$ cat src/rtl/i2c_register_master_defines.svh
// Assertion macros used by the I2C register master top level.
`ifndef I2C_REGISTER_MASTER_DEFINES_SVH
`define I2C_REGISTER_MASTER_DEFINES_SVH

// Same-cycle implication, checked outside reset.
`define I2CM_ASSERT_NOW(label, clk, rst_n, ante, cons, msg) \
  label: assert property (@(posedge clk) disable iff (!rst_n) (ante) |-> (cons)) \
    else $error(msg);

// Next-cycle implication, checked outside reset.
`define I2CM_ASSERT_NEXT(label, clk, rst_n, ante, cons, msg) \
  label: assert property (@(posedge clk) disable iff (!rst_n) (ante) |=> (cons)) \
    else $error(msg);

`endif

$ cat src/rtl/i2cm_pkg.sv
// Types and constants of the I2C register master.
package i2cm_pkg;

  // Operation codes of an input item.
  localparam logic [1:0] OP_TICK  = 2'd0;
  localparam logic [1:0] OP_WRITE = 2'd1;
  localparam logic [1:0] OP_READ  = 2'd2;

  // Transaction status codes.
  localparam logic [1:0] ST_OK        = 2'd0;
  localparam logic [1:0] ST_NO_ACK    = 2'd1;
  localparam logic [1:0] ST_PARAM_ERR = 2'd2;

  // Configuration register indexes.
  localparam logic [1:0] REG_DEV_ADDR    = 2'd0;
  localparam logic [1:0] REG_HALF_PERIOD = 2'd1;
  localparam logic [1:0] REG_ACK_TIMEOUT = 2'd2;

  // Reset values of the configuration registers.
  localparam logic [6:0]  DEV_ADDR_RST    = 7'd104;
  localparam logic [15:0] HALF_PERIOD_RST = 16'd30;
  localparam logic [15:0] ACK_TIMEOUT_RST = 16'd250;

  // Bus sequencer phase codes.
  localparam logic [4:0] PH_IDLE     = 5'd0;
  localparam logic [4:0] PH_ST_A     = 5'd1;
  localparam logic [4:0] PH_ST_B     = 5'd2;
  localparam logic [4:0] PH_TX_SET   = 5'd3;
  localparam logic [4:0] PH_TX_HIGH  = 5'd4;
  localparam logic [4:0] PH_TX_LOW   = 5'd5;
  localparam logic [4:0] PH_ACK_REL  = 5'd6;
  localparam logic [4:0] PH_ACK_HIGH = 5'd7;
  localparam logic [4:0] PH_ACK_POLL = 5'd8;
  localparam logic [4:0] PH_SP_A     = 5'd9;
  localparam logic [4:0] PH_SP_B     = 5'd10;
  localparam logic [4:0] PH_SP_C     = 5'd11;
  localparam logic [4:0] PH_RX_LOW   = 5'd12;
  localparam logic [4:0] PH_RX_HIGH  = 5'd13;
  localparam logic [4:0] PH_MA_A     = 5'd14;
  localparam logic [4:0] PH_MA_B     = 5'd15;

  // Header byte steps: address+W, register, then data or address+R.
  localparam logic [1:0] STEP_ADDR = 2'd0;
  localparam logic [1:0] STEP_REG  = 2'd1;
  localparam logic [1:0] STEP_LAST = 2'd2;

  localparam logic [3:0] BITS_PER_BYTE = 4'd8;

  typedef struct packed {
    logic [6:0]  dev_addr;
    logic [15:0] half_period;
    logic [15:0] ack_timeout;
  } cfg_t;

  typedef struct packed {
    logic [1:0] op;
    logic [7:0] reg_addr;
    logic [7:0] write_data;
    logic [7:0] read_count;
    logic       sda_in;
  } item_t;

  typedef struct packed {
    logic       scl_out;
    logic       sda_pull_low;
    logic [7:0] read_data;
    logic       read_valid;
    logic       read_last;
    logic       done_res;
    logic [1:0] status;
    logic       busy_res;
  } res_t;

endpackage

$ cat src/rtl/i2cm_seq.sv
// Bus sequencer of the I2C register master: state registers and one-tick update.
module i2cm_seq #(
  parameter int TIMER_WIDTH = 16
) (
  input  logic             clk_i,
  input  logic             rst_ni,
  input  logic             step_i,
  input  i2cm_pkg::item_t  item_i,
  input  i2cm_pkg::cfg_t   cfg_i,
  output i2cm_pkg::res_t   res_o
);

  localparam int CW = (TIMER_WIDTH > 16) ? TIMER_WIDTH : 16;
  localparam logic [TIMER_WIDTH-1:0] TMASK = '1;

  logic [4:0]             phase_q, phase_d;
  logic [3:0]             bit_q, bit_d;
  logic [7:0]             bytes_q, bytes_d;
  logic [7:0]             shift_q, shift_d;
  logic [TIMER_WIDTH-1:0] hold_q, hold_d;
  logic [TIMER_WIDTH-1:0] poll_q, poll_d;
  logic [7:0]             lreg_q, lreg_d;
  logic [7:0]             ldata_q, ldata_d;
  logic                   is_read_q, is_read_d;
  logic                   scl_q, scl_d;
  logic                   sda_q, sda_d;
  logic [1:0]             step_q, step_d;
  logic                   failed_q, failed_d;

  logic [TIMER_WIDTH-1:0] hold_inc, poll_inc;
  logic [CW-1:0]          hp_w, hp_clip, hp_eff, lim_w, ack_w, tmask_w;
  logic                   hold_hit, poll_over;
  logic [3:0]             bit_inc;
  logic [7:0]             rx_shift, bytes_dec;
  logic [7:0]             addr_w, addr_r;

  // Saturating hold and poll counters compared with the clipped limits.
  always_comb begin
    tmask_w   = CW'(TMASK);
    hp_w      = CW'(cfg_i.half_period);
    hp_clip   = (hp_w > tmask_w) ? tmask_w : hp_w;
    hp_eff    = (hp_clip == '0) ? CW'(1) : hp_clip;
    hold_inc  = (hold_q < TMASK) ? hold_q + TIMER_WIDTH'(1) : hold_q;
    hold_hit  = (CW'(hold_inc) >= hp_eff);
    ack_w     = CW'(cfg_i.ack_timeout);
    lim_w     = (ack_w >= tmask_w) ? tmask_w - CW'(1) : ack_w;
    poll_inc  = (poll_q < TMASK) ? poll_q + TIMER_WIDTH'(1) : poll_q;
    poll_over = (CW'(poll_inc) > lim_w);
    bit_inc   = bit_q + 4'd1;
    rx_shift  = (hold_q == '0) ? {shift_q[6:0], item_i.sda_in} : shift_q;
    bytes_dec = (bytes_q != 8'd0) ? bytes_q - 8'd1 : bytes_q;
    addr_w    = {cfg_i.dev_addr, 1'b0};
    addr_r    = {cfg_i.dev_addr, 1'b1};
  end

  always_comb begin
    phase_d   = phase_q;
    bit_d     = bit_q;
    bytes_d   = bytes_q;
    shift_d   = shift_q;
    hold_d    = hold_q;
    poll_d    = poll_q;
    lreg_d    = lreg_q;
    ldata_d   = ldata_q;
    is_read_d = is_read_q;
    scl_d     = scl_q;
    sda_d     = sda_q;
    step_d    = step_q;
    failed_d  = failed_q;

    res_o            = '0;
    res_o.status     = i2cm_pkg::ST_OK;

    case (phase_q)
      i2cm_pkg::PH_IDLE: begin
        if (item_i.op == i2cm_pkg::OP_WRITE || item_i.op == i2cm_pkg::OP_READ) begin
          if (item_i.op == i2cm_pkg::OP_READ && item_i.read_count == 8'd0) begin
            res_o.done_res = 1'b1;
            res_o.status   = i2cm_pkg::ST_PARAM_ERR;
          end else begin
            lreg_d    = item_i.reg_addr;
            ldata_d   = item_i.write_data;
            bytes_d   = item_i.read_count;
            is_read_d = (item_i.op == i2cm_pkg::OP_READ);
            step_d    = i2cm_pkg::STEP_ADDR;
            failed_d  = 1'b0;
            phase_d   = i2cm_pkg::PH_ST_A;
            scl_d     = 1'b1;
            sda_d     = 1'b1;
            hold_d    = '0;
          end
        end
      end
      i2cm_pkg::PH_ST_A: begin
        hold_d = hold_inc;
        if (hold_hit) begin
          phase_d = i2cm_pkg::PH_ST_B;
          scl_d   = 1'b1;
          sda_d   = 1'b0;
          hold_d  = '0;
        end
      end
      i2cm_pkg::PH_ST_B: begin
        hold_d = hold_inc;
        if (hold_hit) begin
          shift_d = (step_q == i2cm_pkg::STEP_LAST) ? addr_r : addr_w;
          bit_d   = 4'd0;
          phase_d = i2cm_pkg::PH_TX_SET;
          scl_d   = 1'b0;
          sda_d   = shift_d[7];
          hold_d  = '0;
        end
      end
      i2cm_pkg::PH_TX_SET: begin
        hold_d = hold_inc;
        if (hold_hit) begin
          phase_d = i2cm_pkg::PH_TX_HIGH;
          scl_d   = 1'b1;
          hold_d  = '0;
        end
      end
      i2cm_pkg::PH_TX_HIGH: begin
        hold_d = hold_inc;
        if (hold_hit) begin
          phase_d = i2cm_pkg::PH_TX_LOW;
          scl_d   = 1'b0;
          hold_d  = '0;
        end
      end
      i2cm_pkg::PH_TX_LOW: begin
        hold_d = hold_inc;
        if (hold_hit) begin
          bit_d  = bit_inc;
          hold_d = '0;
          scl_d  = 1'b0;
          if (bit_inc < i2cm_pkg::BITS_PER_BYTE) begin
            shift_d = {shift_q[6:0], 1'b0};
            phase_d = i2cm_pkg::PH_TX_SET;
            sda_d   = shift_q[6];
          end else begin
            phase_d = i2cm_pkg::PH_ACK_REL;
            sda_d   = 1'b1;
          end
        end
      end
      i2cm_pkg::PH_ACK_REL: begin
        hold_d = hold_inc;
        if (hold_hit) begin
          phase_d = i2cm_pkg::PH_ACK_HIGH;
          scl_d   = 1'b1;
          sda_d   = 1'b1;
          hold_d  = '0;
        end
      end
      i2cm_pkg::PH_ACK_HIGH: begin
        hold_d = hold_inc;
        if (hold_hit) begin
          phase_d = i2cm_pkg::PH_ACK_POLL;
          scl_d   = 1'b1;
          sda_d   = 1'b1;
          hold_d  = '0;
          poll_d  = '0;
        end
      end
      i2cm_pkg::PH_ACK_POLL: begin
        if (!item_i.sda_in) begin
          hold_d = '0;
          if (step_q == i2cm_pkg::STEP_ADDR || step_q == i2cm_pkg::STEP_REG) begin
            // Next header byte: register address, data for a write, or a repeated start for a read.
            step_d  = (step_q == i2cm_pkg::STEP_ADDR) ? i2cm_pkg::STEP_REG
                                                      : i2cm_pkg::STEP_LAST;
            if (step_q == i2cm_pkg::STEP_REG && is_read_q) begin
              phase_d = i2cm_pkg::PH_ST_A;
              scl_d   = 1'b1;
              sda_d   = 1'b1;
            end else begin
              shift_d = (step_q == i2cm_pkg::STEP_ADDR) ? lreg_q : ldata_q;
              bit_d   = 4'd0;
              phase_d = i2cm_pkg::PH_TX_SET;
              scl_d   = 1'b0;
              sda_d   = shift_d[7];
            end
          end else if (is_read_q) begin
            bit_d   = 4'd0;
            shift_d = 8'd0;
            phase_d = i2cm_pkg::PH_RX_LOW;
            scl_d   = 1'b0;
            sda_d   = 1'b1;
          end else begin
            phase_d = i2cm_pkg::PH_SP_A;
            scl_d   = 1'b0;
            sda_d   = 1'b0;
          end
        end else begin
          poll_d = poll_inc;
          if (poll_over) begin
            failed_d = 1'b1;
            phase_d  = i2cm_pkg::PH_SP_A;
            scl_d    = 1'b0;
            sda_d    = 1'b0;
            hold_d   = '0;
          end
        end
      end
      i2cm_pkg::PH_SP_A: begin
        hold_d = hold_inc;
        if (hold_hit) begin
          phase_d = i2cm_pkg::PH_SP_B;
          scl_d   = 1'b1;
          sda_d   = 1'b0;
          hold_d  = '0;
        end
      end
      i2cm_pkg::PH_SP_B: begin
        hold_d = hold_inc;
        if (hold_hit) begin
          phase_d = i2cm_pkg::PH_SP_C;
          scl_d   = 1'b1;
          sda_d   = 1'b1;
          hold_d  = '0;
        end
      end
      i2cm_pkg::PH_SP_C: begin
        hold_d = hold_inc;
        if (hold_hit) begin
          phase_d        = i2cm_pkg::PH_IDLE;
          scl_d          = 1'b1;
          sda_d          = 1'b1;
          hold_d         = '0;
          res_o.done_res = 1'b1;
          res_o.status   = failed_q ? i2cm_pkg::ST_NO_ACK : i2cm_pkg::ST_OK;
          failed_d       = 1'b0;
        end
      end
      i2cm_pkg::PH_RX_LOW: begin
        hold_d = hold_inc;
        if (hold_hit) begin
          phase_d = i2cm_pkg::PH_RX_HIGH;
          scl_d   = 1'b1;
          sda_d   = 1'b1;
          hold_d  = '0;
        end
      end
      i2cm_pkg::PH_RX_HIGH: begin
        // The data bit is taken on the first tick of SCL high.
        shift_d = rx_shift;
        hold_d  = hold_inc;
        if (hold_hit) begin
          bit_d  = bit_inc;
          hold_d = '0;
          scl_d  = 1'b0;
          if (bit_inc < i2cm_pkg::BITS_PER_BYTE) begin
            phase_d = i2cm_pkg::PH_RX_LOW;
            sda_d   = 1'b1;
          end else begin
            res_o.read_valid = 1'b1;
            res_o.read_data  = rx_shift;
            res_o.read_last  = (bytes_q <= 8'd1);
            phase_d          = i2cm_pkg::PH_MA_A;
            sda_d            = (bytes_q <= 8'd1);
          end
        end
      end
      i2cm_pkg::PH_MA_A: begin
        hold_d = hold_inc;
        if (hold_hit) begin
          phase_d = i2cm_pkg::PH_MA_B;
          scl_d   = 1'b1;
          hold_d  = '0;
        end
      end
      i2cm_pkg::PH_MA_B: begin
        hold_d = hold_inc;
        if (hold_hit) begin
          bytes_d = bytes_dec;
          hold_d  = '0;
          scl_d   = 1'b0;
          if (bytes_dec != 8'd0) begin
            bit_d   = 4'd0;
            shift_d = 8'd0;
            phase_d = i2cm_pkg::PH_RX_LOW;
            sda_d   = 1'b1;
          end else begin
            phase_d = i2cm_pkg::PH_SP_A;
            sda_d   = 1'b0;
          end
        end
      end
      default: begin
        phase_d = i2cm_pkg::PH_IDLE;
        scl_d   = 1'b1;
        sda_d   = 1'b1;
        hold_d  = '0;
      end
    endcase

    res_o.scl_out      = scl_d;
    res_o.sda_pull_low = ~sda_d;
    res_o.busy_res     = (phase_d != i2cm_pkg::PH_IDLE);
  end

  always_ff @(posedge clk_i or negedge rst_ni) begin
    if (!rst_ni) begin
      phase_q   <= i2cm_pkg::PH_IDLE;
      bit_q     <= '0;
      bytes_q   <= '0;
      shift_q   <= '0;
      hold_q    <= '0;
      poll_q    <= '0;
      lreg_q    <= '0;
      ldata_q   <= '0;
      is_read_q <= 1'b0;
      scl_q     <= 1'b1;
      sda_q     <= 1'b1;
      step_q    <= i2cm_pkg::STEP_ADDR;
      failed_q  <= 1'b0;
    end else if (step_i) begin
      phase_q   <= phase_d;
      bit_q     <= bit_d;
      bytes_q   <= bytes_d;
      shift_q   <= shift_d;
      hold_q    <= hold_d;
      poll_q    <= poll_d;
      lreg_q    <= lreg_d;
      ldata_q   <= ldata_d;
      is_read_q <= is_read_d;
      scl_q     <= scl_d;
      sda_q     <= sda_d;
      step_q    <= step_d;
      failed_q  <= failed_d;
    end
  end

endmodule

$ cat src/rtl/i2c_register_master.sv
// Top level of the I2C register master: item register, configuration, result register.
//
//   Channel  Direction  Handshake                  Payload
//   in       into       in_valid_i / in_ready_o    op, reg_addr, write_data, read_count, sda_in
//   out      out of     out_valid_o / out_ready_i  scl_out .. busy_res, one result per item
//   cfg      into       cfg_we_i                   cfg_index_i, cfg_data_i
//
// Each item is one bus tick and yields one result; with out_ready_i high, one item per clock.
// An accepted item is held in the item register, stepped through the sequencer when it
// fires, and its result is then captured in the result register.
// The result register stalls on out_ready_i; the item register then holds one item more.
// Reset releases the sequencer's SCL/SDA registers and idles it; no clearing pass.
`include "i2c_register_master_defines.svh"

module i2c_register_master #(
  parameter int TIMER_WIDTH = 16
) (
  input  logic        clk_i,
  input  logic        rst_ni,
  input  logic        in_valid_i,
  output logic        in_ready_o,
  input  logic [1:0]  op_i,
  input  logic [7:0]  reg_addr_i,
  input  logic [7:0]  write_data_i,
  input  logic [7:0]  read_count_i,
  input  logic        sda_in_i,
  output logic        out_valid_o,
  input  logic        out_ready_i,
  output logic        scl_out_o,
  output logic        sda_pull_low_o,
  output logic [7:0]  read_data_o,
  output logic        read_valid_o,
  output logic        read_last_o,
  output logic        done_res_o,
  output logic [1:0]  status_o,
  output logic        busy_res_o,
  input  logic        cfg_we_i,
  input  logic [1:0]  cfg_index_i,
  input  logic [15:0] cfg_data_i
);

  i2cm_pkg::cfg_t  cfg_q;
  i2cm_pkg::item_t item_q;
  i2cm_pkg::res_t  res_d, res_q;
  logic            in_vld_q, out_vld_q;
  logic            fire;

  assign fire       = in_vld_q && (!out_vld_q || out_ready_i);
  assign in_ready_o = !in_vld_q || fire;

  always_ff @(posedge clk_i or negedge rst_ni) begin
    if (!rst_ni) begin
      cfg_q.dev_addr    <= i2cm_pkg::DEV_ADDR_RST;
      cfg_q.half_period <= i2cm_pkg::HALF_PERIOD_RST;
      cfg_q.ack_timeout <= i2cm_pkg::ACK_TIMEOUT_RST;
    end else if (cfg_we_i) begin
      case (cfg_index_i)
        i2cm_pkg::REG_DEV_ADDR:    cfg_q.dev_addr    <= cfg_data_i[6:0];
        i2cm_pkg::REG_HALF_PERIOD: cfg_q.half_period <= cfg_data_i;
        i2cm_pkg::REG_ACK_TIMEOUT: cfg_q.ack_timeout <= cfg_data_i;
        default: ;
      endcase
    end
  end

  always_ff @(posedge clk_i or negedge rst_ni) begin
    if (!rst_ni) begin
      in_vld_q  <= 1'b0;
      out_vld_q <= 1'b0;
    end else begin
      if (in_ready_o) begin
        in_vld_q <= in_valid_i;
      end
      if (fire) begin
        out_vld_q <= 1'b1;
      end else if (out_ready_i) begin
        out_vld_q <= 1'b0;
      end
    end
  end

  always_ff @(posedge clk_i) begin
    if (in_valid_i && in_ready_o) begin
      item_q.op         <= op_i;
      item_q.reg_addr   <= reg_addr_i;
      item_q.write_data <= write_data_i;
      item_q.read_count <= read_count_i;
      item_q.sda_in     <= sda_in_i;
    end
    if (fire) begin
      res_q <= res_d;
    end
  end

  i2cm_seq #(
    .TIMER_WIDTH(TIMER_WIDTH)
  ) u_seq (
    .clk_i  (clk_i),
    .rst_ni (rst_ni),
    .step_i (fire),
    .item_i (item_q),
    .cfg_i  (cfg_q),
    .res_o  (res_d)
  );

  assign out_valid_o    = out_vld_q;
  assign scl_out_o      = res_q.scl_out;
  assign sda_pull_low_o = res_q.sda_pull_low;
  assign read_data_o    = res_q.read_data;
  assign read_valid_o   = res_q.read_valid;
  assign read_last_o    = res_q.read_last;
  assign done_res_o     = res_q.done_res;
  assign status_o       = res_q.status;
  assign busy_res_o     = res_q.busy_res;

  // A stepped tick always leaves a result behind, and a held tick is never dropped.
  `I2CM_ASSERT_NEXT(a_fire_gives_result, clk_i, rst_ni, fire, out_vld_q, "stepped tick left no result")
  `I2CM_ASSERT_NEXT(a_item_kept, clk_i, rst_ni, in_vld_q && !fire, in_vld_q, "waiting tick was lost")
  `I2CM_ASSERT_NOW(a_last_is_read, clk_i, rst_ni, out_vld_q && read_last_o, read_valid_o, "last mark without read byte")
  `I2CM_ASSERT_NOW(a_status_on_done, clk_i, rst_ni, out_vld_q && status_o != i2cm_pkg::ST_OK, done_res_o, "status without done")

endmodule
$ cat config.mk
export PLATFORM = sky130hd
export DESIGN_NAME = i2c_register_master
export DESIGN_NICKNAME = d
export VERILOG_FILES = /design/src/rtl/i2cm_pkg.sv /design/src/rtl/i2cm_seq.sv /design/src/rtl/i2c_register_master.sv
export VERILOG_INCLUDE_DIRS = /design/src /design/src/rtl
export SDC_FILE = /design/constraint.sdc
export NUM_CORES = 1
export LEC_CHECK = 0
export BUFFER_PORTS_ARGS = -buffer_cell sky130_fd_sc_hd__buf_4
export CAP_MARGIN = 20
export CORE_ASPECT_RATIO = 2
export CORE_MARGIN = 2
export CORE_UTILIZATION = 42
export CTS_BUF_LIST = sky130_fd_sc_hd__clkbuf_4
export CTS_CLUSTER_SIZE = 40
export DETAILED_ROUTE_END_ITERATION = 12
export PLACE_DENSITY = 0.6
export SYNTH_ARGS = -nofsm -noshare
export SYNTH_HDL_FRONTEND = slang
export SYNTH_SLANG_ARGS = --single-unit
$ cat constraint.sdc
create_clock -name clk_i -period 5.6 [get_ports clk_i]
set_clock_uncertainty 0.15 [all_clocks]
set_input_delay 0 -clock clk_i [delete_from_list [all_inputs] [get_ports clk_i]]
set_output_delay 0 -clock clk_i [all_outputs]
set_load 0.1 [all_outputs]
==> flow_summary.toml <==
[clock_tree]
ctsRootBufferMaster = "clkbuf_4"
clkSinkCount = 163
cts_tree = "done"
clkTransAtPathRegs_ns = 0.13
clock_path_buffers = 2
numCtsBuffers = 17
cts_resized = 0
cts_setup_buffers = 0
ctsHtreeMaxLevel = 4
clkLatencyLatePin_ns = 0.64

[timing]
setup_viol = 0
finalHoldViolCount = 0
fin_crit_ns = 5.231
rsz0062_at_grt = "no"
setup_tns_ns = 0
whs_ns = 0.07363
min_period_over_period = 0.9341
setup_ws_ns = 0.3690
max_slew_margin = 0.3055
worstMarginPinSlew_ns = 1.015
maxClockFrequency_ghz = 0.1912
maxSlewViolCount = 0

[worst_setup_path]
cp_slowest_stage_delay_ns = 0.82
worst_setup_path_end_kind = "flop"
worstPathCellList = "ha_1 > nand2_1 > nor4_1 > nand3_1 > nand2_1 > nor3_1 > xor2_1 > ha_1 > a21o_1 > nand3_1 > a21oi_1 > nor4b_1 > buf_4 > nor3_1 > a2111oi_0 > nand4_1"
cp-start-kind = "flop"
path_delay_family = "simple AND/OR/NAND/NOR gates"
critPathArrivalTime_ns = 5.39
cp_max_fo = 8
crit_required_ns = 5.76
crit_buf_inv = 1
critPathSlowestCell = "a2111oi_0"
crit_type = "flop to flop"

[grt]
grt_pass1_vias = 8224
grt_usage = 0.2412
grt_pass1_wl_mm = 42.90
antenna_found_initial = 2
grt.overflow.total = 0
grt_max_degree = 72

[synth]
synth_edf_count = 43
syn_area_um2 = 9374
yosys.area.top_type_share = 0.2803
synth.top_cells.by_area = "dfrtp_1 28%, edfxtp_1 14%, mux2_2 7.8%"
netlist_instances = 941
yosys.area.top_type = "dfrtp_1"
yosysSeqAreaShare = 0.4601
synth_area_per_cell_um2 = 9.962
synth_cell_types = 79
synth_ff_type = "dfrtp_1"
ys_warn_count = 0
syn_nets = 1030
ys_ff_latch = 163
async_flop_share = 0.7362

[routing]
ant_nets = 0
dr.first_iter.drc_count = 410
routed_wl_mm = 26.89
wl_per_cell_um = 19.57
drc = 0
drt_first_pass_iters = 7
viasPerCell = 5.725
vias = 7866

[status]
status = "complete, no violations"

[floorplan]
core_um2 = 22060
initial_utilization = 0.4249
die_x_um = 109.6
die_h_um = 215.3
io_pins = 68
die-area_um2 = 23600
row_count = 77

[place]
gp_congestion = 0.9657
place_ws_ns = 0.5840
hpwlAfterDp_mm = 19.44
io_buffers = 67

[final_layout]
areaGrowthSynthToFinish_pct = 20.66
layout-drive-gt1-share = 0.1916
nets = 1172

[min_path]
min_path_type = "input pin to flop"

[power]
power_density_nw_per_um2 = 322.3
ir_drop_v = 0.0002024
leakagePower_nw = 4.913

[run]
cap_violations = 0
## synth_stat cells (13+ instances only)
cell type  number
inv_1          52
nand2_1        66
edfxtp_1       43
nor3_1         27
clkbuf_1       34
o31ai_1        14
a21oi_1        53
nor4_1         13
dfstp_2        15
ha_1           39
mux2_2         65
nand4_1        27
nand3_1        36
o21ai_0        60
xnor2_1        16
dfrtp_1       105
nor2_1         70
## cells by family (layout without fill, tap and decap cells)
kind of cell             Yosys count  after routing  share of synthesized area
AND/OR/NAND/NOR                  314            314                     0.1721
AO/OA/AOI/OAI                    218            218                     0.1511
adder cells (fa/ha/maj)           40             40                    0.05312
flip-flops                       163            163                     0.4601
XOR/XNOR                          25             25                    0.02336
buffers and inverters            104            259                    0.04939
other                              0              2                          0
multiplexers                      77             77                    0.09090
## sequential cells by signal, summed over array words and instances (netlist names), 2 cells and up
name	flops
status_o	2
u_seq.lreg_q	8
u_seq.ldata_q	8
read_data_o	8
u_seq.bytes_q	8
u_seq.hold_q	16
u_seq.poll_q	16
cfg_q	39
u_seq.shift_q	8
item_q	27
u_seq.bit_q	4
u_seq.phase_q	5
u_seq.step_q	2
## cells in the final DEF, fill, tap and decap left out, types with 13 or more instances in the layout
master,netlist,routed
a21oi_1,53,53
buf_4,1,79
clkbuf_4,0,20
dfrtp_1,105,105
dfstp_2,15,15
dlygate4sd3_1,0,95
edfxtp_1,43,43
ha_1,39,39
inv_1,52,52
mux2_2,65,65
nand2_1,66,66
nand3_1,36,36
nand4_1,27,27
nor2_1,70,70
nor3_1,27,27
nor4_1,13,13
o21ai_0,60,59
o31ai_1,14,14
xnor2_1,16,16
## layout make-up
class                           count  area, um^2
Antenna cell                        2       5.005
Clock buffer                       20       150.1
Clock inverter                     12       132.6
Fill cell                        2027       10750
Inverter                           52       195.2
Multi-Input combinational cell    674        4598
Sequential cell                   163        4313
Tap cell                          276       345.3
Timing Repair Buffer              175        1572
## power breakdown
part / switching (W) / internal [W]
Combinational: 0.000668 / 0.000539
Clock: 0.000445 / 0.000283
Sequential: 0.000261 / 0.00145
Total: 0.00137 / 0.00227
## layer usage
metal,part of all wire,GRT usage,vias up
met1,0.34,0.2316,3805
met2,0.56,0.4461,208
met3,0.034,0.05217,99
met5,0,0,-
li1,-,-,3754
met4,0.066,0.1506,0
## path summary, 6_finish.rpt
| check | from | to | slack, ns | cells past startpoint |
|---|---|---|---|---|
| setup / recovery | u_seq.poll_q[0]$_DFFE_PN0P_ | busy_res_o$_DFFE_PP_ | 0.37 | 16 |
| hold / removal | cfg_data_i[12] | cfg_q[28]$_DFFE_PN0P_ | 0.07 | 3 |
| setup reg to reg | u_seq.poll_q[0]$_DFFE_PN0P_ | busy_res_o$_DFFE_PP_ | 0.37 | 16 |
| hold reg to reg | item_q[11]$_DFFE_PP_ | u_seq.ldata_q[2]$_DFFE_PN0P_ | 0.34 | 1 |
| max in group asynchronous | rst_ni | cfg_q[24]$_DFFE_PN0P_ | 4.07 | 4 |
| min in group asynchronous | rst_ni | u_seq.scl_q$_DFFE_PN1P_ | 0.28 | 3 |
## metrics by stage
stage / total power [W] / instance area, um^2 / util / std cells
detailed placement: 0.002880 / 10040 / 0.4553 / 1244
CTS: 0.003663 / 11300 / 0.5120 / 1371
global route: 0.003880 / 11310 / 0.5127 / 1374
floorplan: 0.002540 / 9374 / - / 941
finish: 0.003646 / 11310 / 0.5127 / 1374
global placement: 0.002856 / 10040 / 0.4553 / 1244
## worst reg2reg max path, stage by stage, from the launching register on
cell and delay [ns]:
dfrtp_1 0.45, ha_1 0.32, nand2_1 0.13, nor4_1 0.53, nand3_1 0.40, nand2_1 0.28, nor3_1 0.10, xor2_1 0.17
ha_1 0.34, a21o_1 0.18, nand3_1 0.07, a21oi_1 0.06, nor4b_1 0.33, buf_4 0.20, nor3_1 0.07, a2111oi_0 0.82
nand4_1 0.31
## what timing repair did
action / in CTS / in global routing
endpoints found under the setup margin: 0 / 0
endpoints found under the hold margin: 150 / 1
hold buffers: 95 / 1
Note: power is estimated with default switching activity, not from simulation.
